$ cat src/hdl/qoi_image_encoder_top_defines.svh
// Assertion macros shared by the encoder RTL.
`ifndef QOI_IMAGE_ENCODER_TOP_DEFINES_SVH
`define QOI_IMAGE_ENCODER_TOP_DEFINES_SVH

// Same-cycle implication, sampled on clk_i, off while rst_ni is low.
`define QOI_ASSERT_SAME(name, ante, cons) \
  name: assert property (@(posedge clk_i) disable iff (!rst_ni) (ante) |-> (cons)) \
    else $error("qoi encoder check failed");

// Next-cycle implication, sampled on clk_i, off while rst_ni is low.
`define QOI_ASSERT_NEXT(name, ante, cons) \
  name: assert property (@(posedge clk_i) disable iff (!rst_ni) (ante) |=> (cons)) \
    else $error("qoi encoder check failed");

`endif

$ cat src/hdl/qoienc_pkg.sv
// Shared constants and types of the QOI stream encoder.
package qoienc_pkg;

  localparam int unsigned PixelW     = 32;
  localparam int unsigned ByteW      = 8;
  localparam int unsigned IndexDepth = 64;
  localparam int unsigned IndexAw    = 6;
  localparam int unsigned RunW       = 6;
  localparam int unsigned MaxRun     = 62;
  localparam int unsigned HdrLen     = 14;
  localparam int unsigned EndLen     = 8;
  localparam int unsigned OpMaxLen   = 5;
  localparam int unsigned OpLenW     = 3;
  localparam int unsigned SeqIdxW    = 4;
  localparam int unsigned ChanW      = 3;
  localparam int unsigned CfgIdxW    = 2;

  localparam logic [PixelW-1:0] PrevReset = 32'hff00_0000;

  localparam logic [ByteW-1:0] Magic0 = 8'h71;
  localparam logic [ByteW-1:0] Magic1 = 8'h6f;
  localparam logic [ByteW-1:0] Magic2 = 8'h69;
  localparam logic [ByteW-1:0] Magic3 = 8'h66;

  localparam logic [ByteW-1:0] OpRun  = 8'hc0;
  localparam logic [ByteW-1:0] OpDiff = 8'h40;
  localparam logic [ByteW-1:0] OpLuma = 8'h80;
  localparam logic [ByteW-1:0] OpRgb  = 8'hfe;
  localparam logic [ByteW-1:0] OpRgba = 8'hff;

  localparam logic [ByteW-1:0] EndFinal = 8'h01;

  localparam logic [IndexAw-1:0] HashR = 6'd3;
  localparam logic [IndexAw-1:0] HashG = 6'd5;
  localparam logic [IndexAw-1:0] HashB = 6'd7;
  localparam logic [IndexAw-1:0] HashA = 6'd11;

  typedef enum logic [CfgIdxW-1:0] {
    REG_WIDTH    = 2'd0,
    REG_HEIGHT   = 2'd1,
    REG_CHANNELS = 2'd2
  } cfg_reg_e;

  // Byte sequencer phases, one bit each; the lowest pending bit is active.
  typedef enum logic [3:0] {
    PH_HDR = 4'b0001,
    PH_RUN = 4'b0010,
    PH_OP  = 4'b0100,
    PH_END = 4'b1000
  } phase_e;

  // Only the low six bits of each channel matter modulo 64.
  function automatic logic [IndexAw-1:0] hash_fn(input logic [PixelW-1:0] px);
    hash_fn = px[5:0] * HashR + px[13:8] * HashG + px[21:16] * HashB + px[29:24] * HashA;
  endfunction

endpackage

$ cat src/hdl/qoienc_ram.sv
// Generic simple dual-port RAM with registered read data.
module qoienc_ram #(
  parameter int unsigned Width = 32,
  parameter int unsigned Depth = 64,
  localparam int unsigned Aw = (Depth > 1) ? $clog2(Depth) : 1
) (
  input  logic             clk_i,
  input  logic             we_i,
  input  logic [Aw-1:0]    waddr_i,
  input  logic [Width-1:0] wdata_i,
  input  logic             re_i,
  input  logic [Aw-1:0]    raddr_i,
  output logic [Width-1:0] rdata_o
);

  logic [Width-1:0] mem_q [Depth];
  logic [Width-1:0] rdata_q;

  always_ff @(posedge clk_i) begin
    if (we_i) begin
      mem_q[waddr_i] <= wdata_i;
    end
    // read returns the old word on a same-address write
    if (re_i) begin
      rdata_q <= mem_q[raddr_i];
    end
  end

  assign rdata_o = rdata_q;

endmodule

$ cat src/hdl/qoi_image_encoder_top.sv
// QOI image encoder: one RGBA pixel per input item, one stream byte per output item.
// Input: s_axis tdata = pixel (red 7:0, green 15:8, blue 23:16, alpha 31:24),
//   tlast = last pixel of the frame.
// Output: m_axis tdata = encoded byte, tlast = final byte caused by that pixel,
//   tuser = final end-marker byte of the frame.
// Config: cfg_we_i writes cfg_wdata_i into register cfg_idx_i (0 width, 1 height,
//   2 channels); write only while the encoder is idle.
// The first pixel of a frame also emits the 14-byte header; a last pixel adds the
//   8-byte end marker and returns the encoder to its start-of-frame state.
// Path: a pixel's bytes pass the entry-stage registers, the byte sequencer and the output register.
// Throughput: one output byte per cycle while the receiver takes it; a pixel causes
//   1 to 6 bytes with a pending run flushed, plus 14 and 8 at frame edges, and
//   none when it only extends a run. The byte-wide output register sets the
//   rate; the color index RAM is read as the pixel enters and written back as the
//   pixel leaves the decision stage.
// Reset clears the index valid bits, the run, the previous pixel and the header
//   flag; an entry without its valid bit reads as zero, so no clearing pass.
// A stalled receiver holds the output byte; the sequencer and then the input
//   side back up in turn, and no byte is lost.
`include "qoi_image_encoder_top_defines.svh"

module qoi_image_encoder_top
  import qoienc_pkg::*;
(
  input  logic                clk_i,
  input  logic                rst_ni,
  input  logic                s_axis_tvalid_i,
  output logic                s_axis_tready_o,
  input  logic [PixelW-1:0]   s_axis_tdata_i,   // pixel
  input  logic                s_axis_tlast_i,   // last_pixel
  output logic                m_axis_tvalid_o,
  input  logic                m_axis_tready_i,
  output logic [ByteW-1:0]    m_axis_tdata_o,   // out_byte
  output logic                m_axis_tlast_o,   // last_of_item
  output logic [0:0]          m_axis_tuser_o,   // frame_end
  input  logic                cfg_we_i,
  input  logic [CfgIdxW-1:0]  cfg_idx_i,
  input  logic [PixelW-1:0]   cfg_wdata_i
);

  // configuration
  logic [PixelW-1:0] width_q, height_q;
  logic [ChanW-1:0]  chan_q;

  always_ff @(posedge clk_i or negedge rst_ni) begin
    if (!rst_ni) begin
      width_q  <= 32'd1;
      height_q <= 32'd1;
      chan_q   <= 3'd4;
    end else if (cfg_we_i) begin
      case (cfg_reg_e'(cfg_idx_i))
        REG_WIDTH:    width_q  <= cfg_wdata_i;
        REG_HEIGHT:   height_q <= cfg_wdata_i;
        REG_CHANNELS: chan_q   <= cfg_wdata_i[ChanW-1:0];
        default: ;
      endcase
    end
  end

  // entry stage: hash and index read
  logic               s_acc;
  logic [IndexAw-1:0] in_hash;
  logic               s1_v_q;
  logic [PixelW-1:0]  s1_px_q;
  logic               s1_last_q;
  logic [IndexAw-1:0] s1_hash_q;
  logic               fwd_hit_q;
  logic [PixelW-1:0]  fwd_data_q;
  logic               s1_fire;

  logic [PixelW-1:0]     ram_rdata;
  logic                  ram_we;
  logic [IndexDepth-1:0] vld_q;
  logic [PixelW-1:0]     prev_q;
  logic [RunW-1:0]       run_q;
  logic                  hdr_sent_q;

  assign in_hash         = hash_fn(s_axis_tdata_i);
  assign s_axis_tready_o = !s1_v_q || s1_fire;
  assign s_acc           = s_axis_tvalid_i && s_axis_tready_o;

  qoienc_ram #(
    .Width (PixelW),
    .Depth (IndexDepth)
  ) u_index (
    .clk_i   (clk_i),
    .we_i    (ram_we),
    .waddr_i (s1_hash_q),
    .wdata_i (s1_px_q),
    .re_i    (s_acc),
    .raddr_i (in_hash),
    .rdata_o (ram_rdata)
  );

  // decision stage
  logic              same, entry_hit, need_op, wr;
  logic [RunW:0]     run_inc;
  logic              flush_same, run_flush, silent;
  logic [ByteW-1:0]  run_byte;
  logic [PixelW-1:0] entry;
  logic signed [ByteW-1:0] dr, dg, db, drg, dbg;
  logic              alpha_eq, small_diff, luma_ok;
  logic [ByteW-1:0]  op_d [OpMaxLen];
  logic [OpLenW-1:0] op_len_d;

  assign entry     = fwd_hit_q ? fwd_data_q : ram_rdata;
  // an entry not yet written this frame holds zero
  assign entry_hit = ((vld_q[s1_hash_q] ? entry : '0) == s1_px_q);
  assign same      = (s1_px_q == prev_q);
  assign need_op   = !same;
  assign wr        = need_op && !entry_hit;

  assign run_inc    = {1'b0, run_q} + 7'd1;
  assign flush_same = (run_inc >= 7'(MaxRun)) || s1_last_q;
  assign run_flush  = same ? flush_same : (run_q != '0);
  assign run_byte   = OpRun | {2'b00, (same ? run_q : run_q - 6'd1)};

  assign dr  = $signed(s1_px_q[7:0]   - prev_q[7:0]);
  assign dg  = $signed(s1_px_q[15:8]  - prev_q[15:8]);
  assign db  = $signed(s1_px_q[23:16] - prev_q[23:16]);
  assign drg = dr - dg;
  assign dbg = db - dg;
  assign alpha_eq   = (s1_px_q[31:24] == prev_q[31:24]);
  assign small_diff = (dr >= -8'sd2) && (dr <= 8'sd1) && (dg >= -8'sd2) && (dg <= 8'sd1)
                   && (db >= -8'sd2) && (db <= 8'sd1);
  assign luma_ok    = (drg >= -8'sd8) && (drg <= 8'sd7) && (dg >= -8'sd32) && (dg <= 8'sd31)
                   && (dbg >= -8'sd8) && (dbg <= 8'sd7);

  always_comb begin
    for (int i = 0; i < OpMaxLen; i++) begin
      op_d[i] = '0;
    end
    op_len_d = '0;
    if (need_op) begin
      if (entry_hit) begin
        op_d[0]  = {2'b00, s1_hash_q};
        op_len_d = 3'd1;
      end else if (!alpha_eq) begin
        op_d[0]  = OpRgba;
        op_d[1]  = s1_px_q[7:0];
        op_d[2]  = s1_px_q[15:8];
        op_d[3]  = s1_px_q[23:16];
        op_d[4]  = s1_px_q[31:24];
        op_len_d = 3'd5;
      end else if (small_diff) begin
        op_d[0]  = OpDiff | {2'b00, dr[1:0] + 2'd2, dg[1:0] + 2'd2, db[1:0] + 2'd2};
        op_len_d = 3'd1;
      end else if (luma_ok) begin
        op_d[0]  = OpLuma | {2'b00, dg[5:0] + 6'd32};
        op_d[1]  = {drg[3:0] + 4'd8, dbg[3:0] + 4'd8};
        op_len_d = 3'd2;
      end else begin
        op_d[0]  = OpRgb;
        op_d[1]  = s1_px_q[7:0];
        op_d[2]  = s1_px_q[15:8];
        op_d[3]  = s1_px_q[23:16];
        op_len_d = 3'd4;
      end
    end
  end

  // pixel that only extends a run
  assign silent = hdr_sent_q && !run_flush && (op_len_d == '0) && !s1_last_q;

  // byte sequencer
  logic [3:0]         pend_q, pend_d, cur, rest;
  phase_e             phase;
  logic [SeqIdxW-1:0] idx_q, idx_d;
  logic [ByteW-1:0]   run_byte_q;
  logic [ByteW-1:0]   op_q [OpMaxLen];
  logic [OpLenW-1:0]  op_len_q;
  logic [ByteW-1:0]   seq_byte, hdr_byte;
  logic               done, seq_final, seq_v, seq_emit, seq_free, load, out_adv;
  logic               m_valid_q;
  logic [ByteW-1:0]   m_byte_q;
  logic               m_last_q, m_fend_q;

  assign cur   = pend_q & (~pend_q + 4'd1);
  assign phase = phase_e'(cur);
  assign rest  = pend_q & ~cur;

  always_comb begin
    case (idx_q)
      4'd0:    hdr_byte = Magic0;
      4'd1:    hdr_byte = Magic1;
      4'd2:    hdr_byte = Magic2;
      4'd3:    hdr_byte = Magic3;
      4'd4:    hdr_byte = width_q[31:24];
      4'd5:    hdr_byte = width_q[23:16];
      4'd6:    hdr_byte = width_q[15:8];
      4'd7:    hdr_byte = width_q[7:0];
      4'd8:    hdr_byte = height_q[31:24];
      4'd9:    hdr_byte = height_q[23:16];
      4'd10:   hdr_byte = height_q[15:8];
      4'd11:   hdr_byte = height_q[7:0];
      4'd12:   hdr_byte = {{(ByteW-ChanW){1'b0}}, chan_q};
      default: hdr_byte = '0;
    endcase
  end

  always_comb begin
    case (phase)
      PH_HDR: begin
        seq_byte = hdr_byte;
        done     = (idx_q == SeqIdxW'(HdrLen - 1));
      end
      PH_RUN: begin
        seq_byte = run_byte_q;
        done     = 1'b1;
      end
      PH_OP: begin
        seq_byte = op_q[idx_q[OpLenW-1:0]];
        done     = (idx_q[OpLenW-1:0] == op_len_q - 3'd1);
      end
      PH_END: begin
        done     = (idx_q == SeqIdxW'(EndLen - 1));
        seq_byte = done ? EndFinal : '0;
      end
      default: begin
        seq_byte = '0;
        done     = 1'b0;
      end
    endcase
  end

  assign seq_v     = |pend_q;
  assign seq_final = done && (rest == '0);
  assign out_adv   = !m_valid_q || m_axis_tready_i;
  assign seq_emit  = seq_v && out_adv;
  assign seq_free  = !seq_v || (seq_emit && seq_final);
  assign s1_fire   = s1_v_q && (silent || seq_free);
  assign load      = s1_fire && !silent;
  assign ram_we    = s1_fire && wr;

  always_comb begin
    pend_d = pend_q;
    idx_d  = idx_q;
    if (load) begin
      pend_d = {s1_last_q, op_len_d != '0, run_flush, !hdr_sent_q};
      idx_d  = '0;
    end else if (seq_emit) begin
      if (done) begin
        pend_d = rest;
        idx_d  = '0;
      end else begin
        idx_d  = idx_q + 4'd1;
      end
    end
  end

  // control state
  always_ff @(posedge clk_i or negedge rst_ni) begin
    if (!rst_ni) begin
      s1_v_q     <= 1'b0;
      fwd_hit_q  <= 1'b0;
      vld_q      <= '0;
      prev_q     <= PrevReset;
      run_q      <= '0;
      hdr_sent_q <= 1'b0;
      pend_q     <= '0;
      idx_q      <= '0;
      m_valid_q  <= 1'b0;
    end else begin
      pend_q <= pend_d;
      idx_q  <= idx_d;
      if (s_acc) begin
        s1_v_q <= 1'b1;
        // the write of the departing pixel is not yet visible in the RAM read
        fwd_hit_q <= ram_we && !s1_last_q && (s1_hash_q == in_hash);
      end else if (s1_fire) begin
        s1_v_q <= 1'b0;
      end
      if (s1_fire) begin
        if (s1_last_q) begin
          vld_q      <= '0;
          prev_q     <= PrevReset;
          run_q      <= '0;
          hdr_sent_q <= 1'b0;
        end else begin
          hdr_sent_q <= 1'b1;
          if (same) begin
            run_q <= flush_same ? '0 : run_inc[RunW-1:0];
          end else begin
            run_q  <= '0;
            prev_q <= s1_px_q;
          end
          if (wr) begin
            vld_q[s1_hash_q] <= 1'b1;
          end
        end
      end
      if (out_adv) begin
        m_valid_q <= seq_v;
      end
    end
  end

  // payload registers
  always_ff @(posedge clk_i) begin
    if (s_acc) begin
      s1_px_q    <= s_axis_tdata_i;
      s1_last_q  <= s_axis_tlast_i;
      s1_hash_q  <= in_hash;
      fwd_data_q <= s1_px_q;
    end
    if (load) begin
      run_byte_q <= run_byte;
      op_len_q   <= op_len_d;
      for (int i = 0; i < OpMaxLen; i++) begin
        op_q[i] <= op_d[i];
      end
    end
    if (seq_emit) begin
      m_byte_q <= seq_byte;
      m_last_q <= seq_final;
      m_fend_q <= (phase == PH_END) && done;
    end
  end

  assign m_axis_tvalid_o   = m_valid_q;
  assign m_axis_tdata_o    = m_byte_q;
  assign m_axis_tlast_o    = m_last_q;
  assign m_axis_tuser_o[0] = m_fend_q;

  // checks
  `QOI_ASSERT_SAME(a_fend_is_last, m_valid_q && m_fend_q, m_last_q)
  `QOI_ASSERT_SAME(a_op_idx_range, phase == PH_OP, !idx_q[3] && (idx_q[2:0] < op_len_q))
  `QOI_ASSERT_SAME(a_run_bound, 1'b1, 7'(run_q) < 7'(MaxRun))
  `QOI_ASSERT_NEXT(a_frame_clear, s1_fire && s1_last_q, !hdr_sent_q && vld_q == '0 && run_q == '0)

endmodule

$ cat config.mk
export PLATFORM = sky130hd
export DESIGN_NAME = qoi_image_encoder_top
export DESIGN_NICKNAME = d
export VERILOG_FILES = /design/src/hdl/qoienc_pkg.sv /design/src/hdl/qoienc_ram.sv /design/src/hdl/qoi_image_encoder_top.sv
export VERILOG_INCLUDE_DIRS = /design/src /design/src/hdl
export SDC_FILE = /design/constraint.sdc
export NUM_CORES = 2
export LEC_CHECK = 0
export BUFFER_PORTS_ARGS = -buffer_cell sky130_fd_sc_hd__buf_2
export CORE_MARGIN = 2
export CORE_UTILIZATION = 50
export DETAILED_ROUTE_END_ITERATION = 16
export PLACE_DENSITY = 0.65
export SKIP_CTS_REPAIR_TIMING = 1
export SYNTH_ARGS = -nofsm -noshare
export SYNTH_HDL_FRONTEND = slang
export SYNTH_SLANG_ARGS = --single-unit
$ cat constraint.sdc
create_clock -name clk_i -period 11.3 [get_ports clk_i]
set_clock_uncertainty 0.05 [all_clocks]
set_input_delay 1.695 -clock clk_i [delete_from_list [all_inputs] [get_ports clk_i]]
set_output_delay 1.695 -clock clk_i [all_outputs]
set_load 0.005 [all_outputs]
==> impl_metrics.yaml <==
routing:
  antenna_left: 0
  dr.pass1.iters: 9
  drc: 0
  routed_wl_um: 273000
  vias: 50259
  post_drt_wl_per_cell_um: 35.9
  drt-initial-drc-count: 8073
  routed_via_density: 6.62
global_route:
  grt_pass1_vias: 48017
  antenna_found_initial: 14
  grt_use_total_pct: 27.7
  grt_overflow: 0
  grt_pass1_wl_um: 378000
  grt_max_degree: 144
timing:
  slew_headroom_pct: 15.8
  layout_setup_ws_ns: 4.03
  tightest_slew_ns: 1.25
  rsz0062_at_grt: "no"
  fin_crit_sh_pct: 64.3
  drv_slew: 0
  hold_viol_final: 0
  fmax_mhz: 138
  tns_ns: 0
  period_minus_slack_ns: 7.27
  setup-violations-final: 0
final_layout:
  drive_gt1_share_pct: 28.6
  final_cell_area_um2: 108000
  fin_util_pct: 56.4
  layout_commonest_cell: "edfxtp_1"
  most-common-layout-cells: "edfxtp_1 (2210), mux4_2 (690), clkbuf_16 (232), dfrtp_1 (169), nor2_1 (146)"
  area_growth_pct: 12.4
  fin_nets: 5014
clock_tree:
  cts_made_buffers: 231
  ctsHtreeMaxLevel: 4
  clk_latency_ns: 0.89
  cts_max_path_buffers: 3
  root_buffer: "clkbuf_16"
  clk_pin_slew_ns: 0.06
  cts_tree: "done"
  cts.sink_count: 2391
logic_synthesis:
  synth_cell_types: 81
  ys.flop_type: "edfxtp_1"
  yosysTopAreaCellShare_pct: 68.8
  synth_cells: 4644
  netlist_area_um2: 96400
  avgSynthCellArea_um2: 20.8
  yosysWarnings: 0
  synth-edff-count: 2210
  mappedNetlistNets: 4801
  async_reset_ff_share_pct: 7.57
  ys_ff_latch: 2391
  seq_area_frac_synth_pct: 73.5
  synthTopCellsByArea: "edfxtp_1 (69%), mux4_2 (16%), dfrtp_1 (4.4%)"
  yosysTopAreaCell: "edfxtp_1"
job:
  cap_violations: 0
setup_path:
  critPathMaxStageDelay_ns: 1.10
  crit_top_cell: "buf_4"
  crit_chain: "buf_4 -> inv_1 -> ha_1 -> nand4_1 -> nor4_1 -> nand3_1 -> or3_1 -> o21ai_0 -> a41o_1 -> o21ai_1 -> buf_4 -> nor2_1 -> and2_1 -> nand2_1 -> nor2_4 -> buf_4"
  startpoint_type: "flip-flop"
  worstPathArrival_ns: 7.72
  required_ns: 11.75
  endpoint_kind: "flip-flop"
  timing.setup.critical_path_class: "reg -> reg"
  cpLargestDelayFamily: "simple AND/OR/NAND/NOR gates"
  slowest_stage: "nor2_4"
  path_buf_inv: 4
  crit_fanout: 67
power_and_ir_drop:
  p_leak_nw: 34.9
  finalPower_w: 0.0299
  p_per_area_nw_per_um2: 276
  ir_worst_vdd_mv: 0.576
worst_hold_path:
  min_path_type: "reg -> reg"
floorplan:
  die_w_um: 443
  initial_core_util_pct: 50.2
  floorplan.core_area_um2: 192000
  die_area_um2: 196000
  core.rowCount: 161
  die_h_um: 443
  pin_count: 84
place:
  dp_hpwl_um: 149000
  dp_worst_setup_slack_ns: 3.48
  portBuffers: 83
  place_congestion: 0.879
  placed_area_um2: 101000
run_status:
  status: "complete, no violations"
## registers in the layout, summed over array words and instances, names as in the netlist, 8 cells and up
signal	flops
u_index.mem_q	2048
vld_q	64
op_q	40
fwd_data_q	32
height_q	32
prev_q	32
s1_px_q	32
u_index.rdata_o	32
width_q	32
m_axis_tdata_o	8
## cells in the mapped netlist, types with 13 or more instances
cell and instances:
a21oi_1 55, a31oi_1 62, and3_1 17, buf_1 62, buf_2 18, clkbuf_1 165, dfrtp_1 170, edfxtp_1 2210
fa_1 28, ha_1 57, inv_1 102, mux2_2 86, mux2i_1 36, mux4_2 690, nand2_1 98, nand2b_1 18
nand3_1 29, nand4_1 17, nor2_1 212, nor2b_1 14, nor3_1 34, nor3b_1 20, nor4_1 20, o21ai_0 70
o22ai_1 18, or2_2 13, xnor2_1 54, xor2_1 41
## cell families (layout without fill, tap and decap cells)
logic type,Yosys count,in the layout,share of synthesized area (%)
flip-flops,2391,2391,73.5
multiplexers,812,812,17.5
AND/OR/NAND/NOR,542,542,2.72
AO/OA/AOI/OAI,358,358,2.52
buffers and inverters,356,773,1.48
XOR/XNOR,96,96,0.886
adder cells (fa/ha/maj),89,89,1.36
other,0,4,0
## cell type report
type / instances / area (um^2)
Fill cell: 14180 / 83800
Clock inverter: 139 / 1450
Sequential cell: 2391 / 70900
Clock buffer: 298 / 6090
Timing Repair Buffer: 234 / 1670
Multi-Input combinational cell: 1897 / 24700
Antenna cell: 4 / 10.0
Inverter: 102 / 383
Tap cell: 2526 / 3160
## tightest hold or removal path, delay by kind of cell (launching register included)
family	cells	cell delay [ns]
simple gates	1	0.07
compound gates	1	0.04
flops	1	0.34
## routing by layer
layer  vias up  GRT usage [%]  share of wire, %
met1     26930           40.5                39
met2      3070           41.5                46
met3       535           6.56                11
met5         -              0             0.029
li1      19712              -                 -
met4        12           9.35               3.7
## where the power goes
group	internal, W	switching (W)
logic	0.00509	0.00615
clock network	0.00432	0.00337
registers	0.0107	0.000267
## stage by stage
step	hold WS [ns]	std cells
final	0.445	7591
after global routing	0.458	7588
after CTS	0.443	7587
after detailed placement	0.430	7150
after global placement	0.420	7150
after floorplan	0.404	4644
## path summary, 6_finish.rpt
check                            from                    to  slack, ns  depth (start not counted)
hold reg to reg             vld_q[35]             vld_q[35]       0.44                          2
setup / recovery           s1_px_q[0]  u_index.mem_q[7][21]       4.03                         16
hold / removal              vld_q[35]             vld_q[35]       0.44                          2
min in group asynchronous      rst_ni             vld_q[18]       0.82                          1
setup reg to reg           s1_px_q[0]  u_index.mem_q[7][21]       4.03                         16
max in group asynchronous      rst_ni             fwd_hit_q       8.76                          2
(Power assumes the default switching activity.)
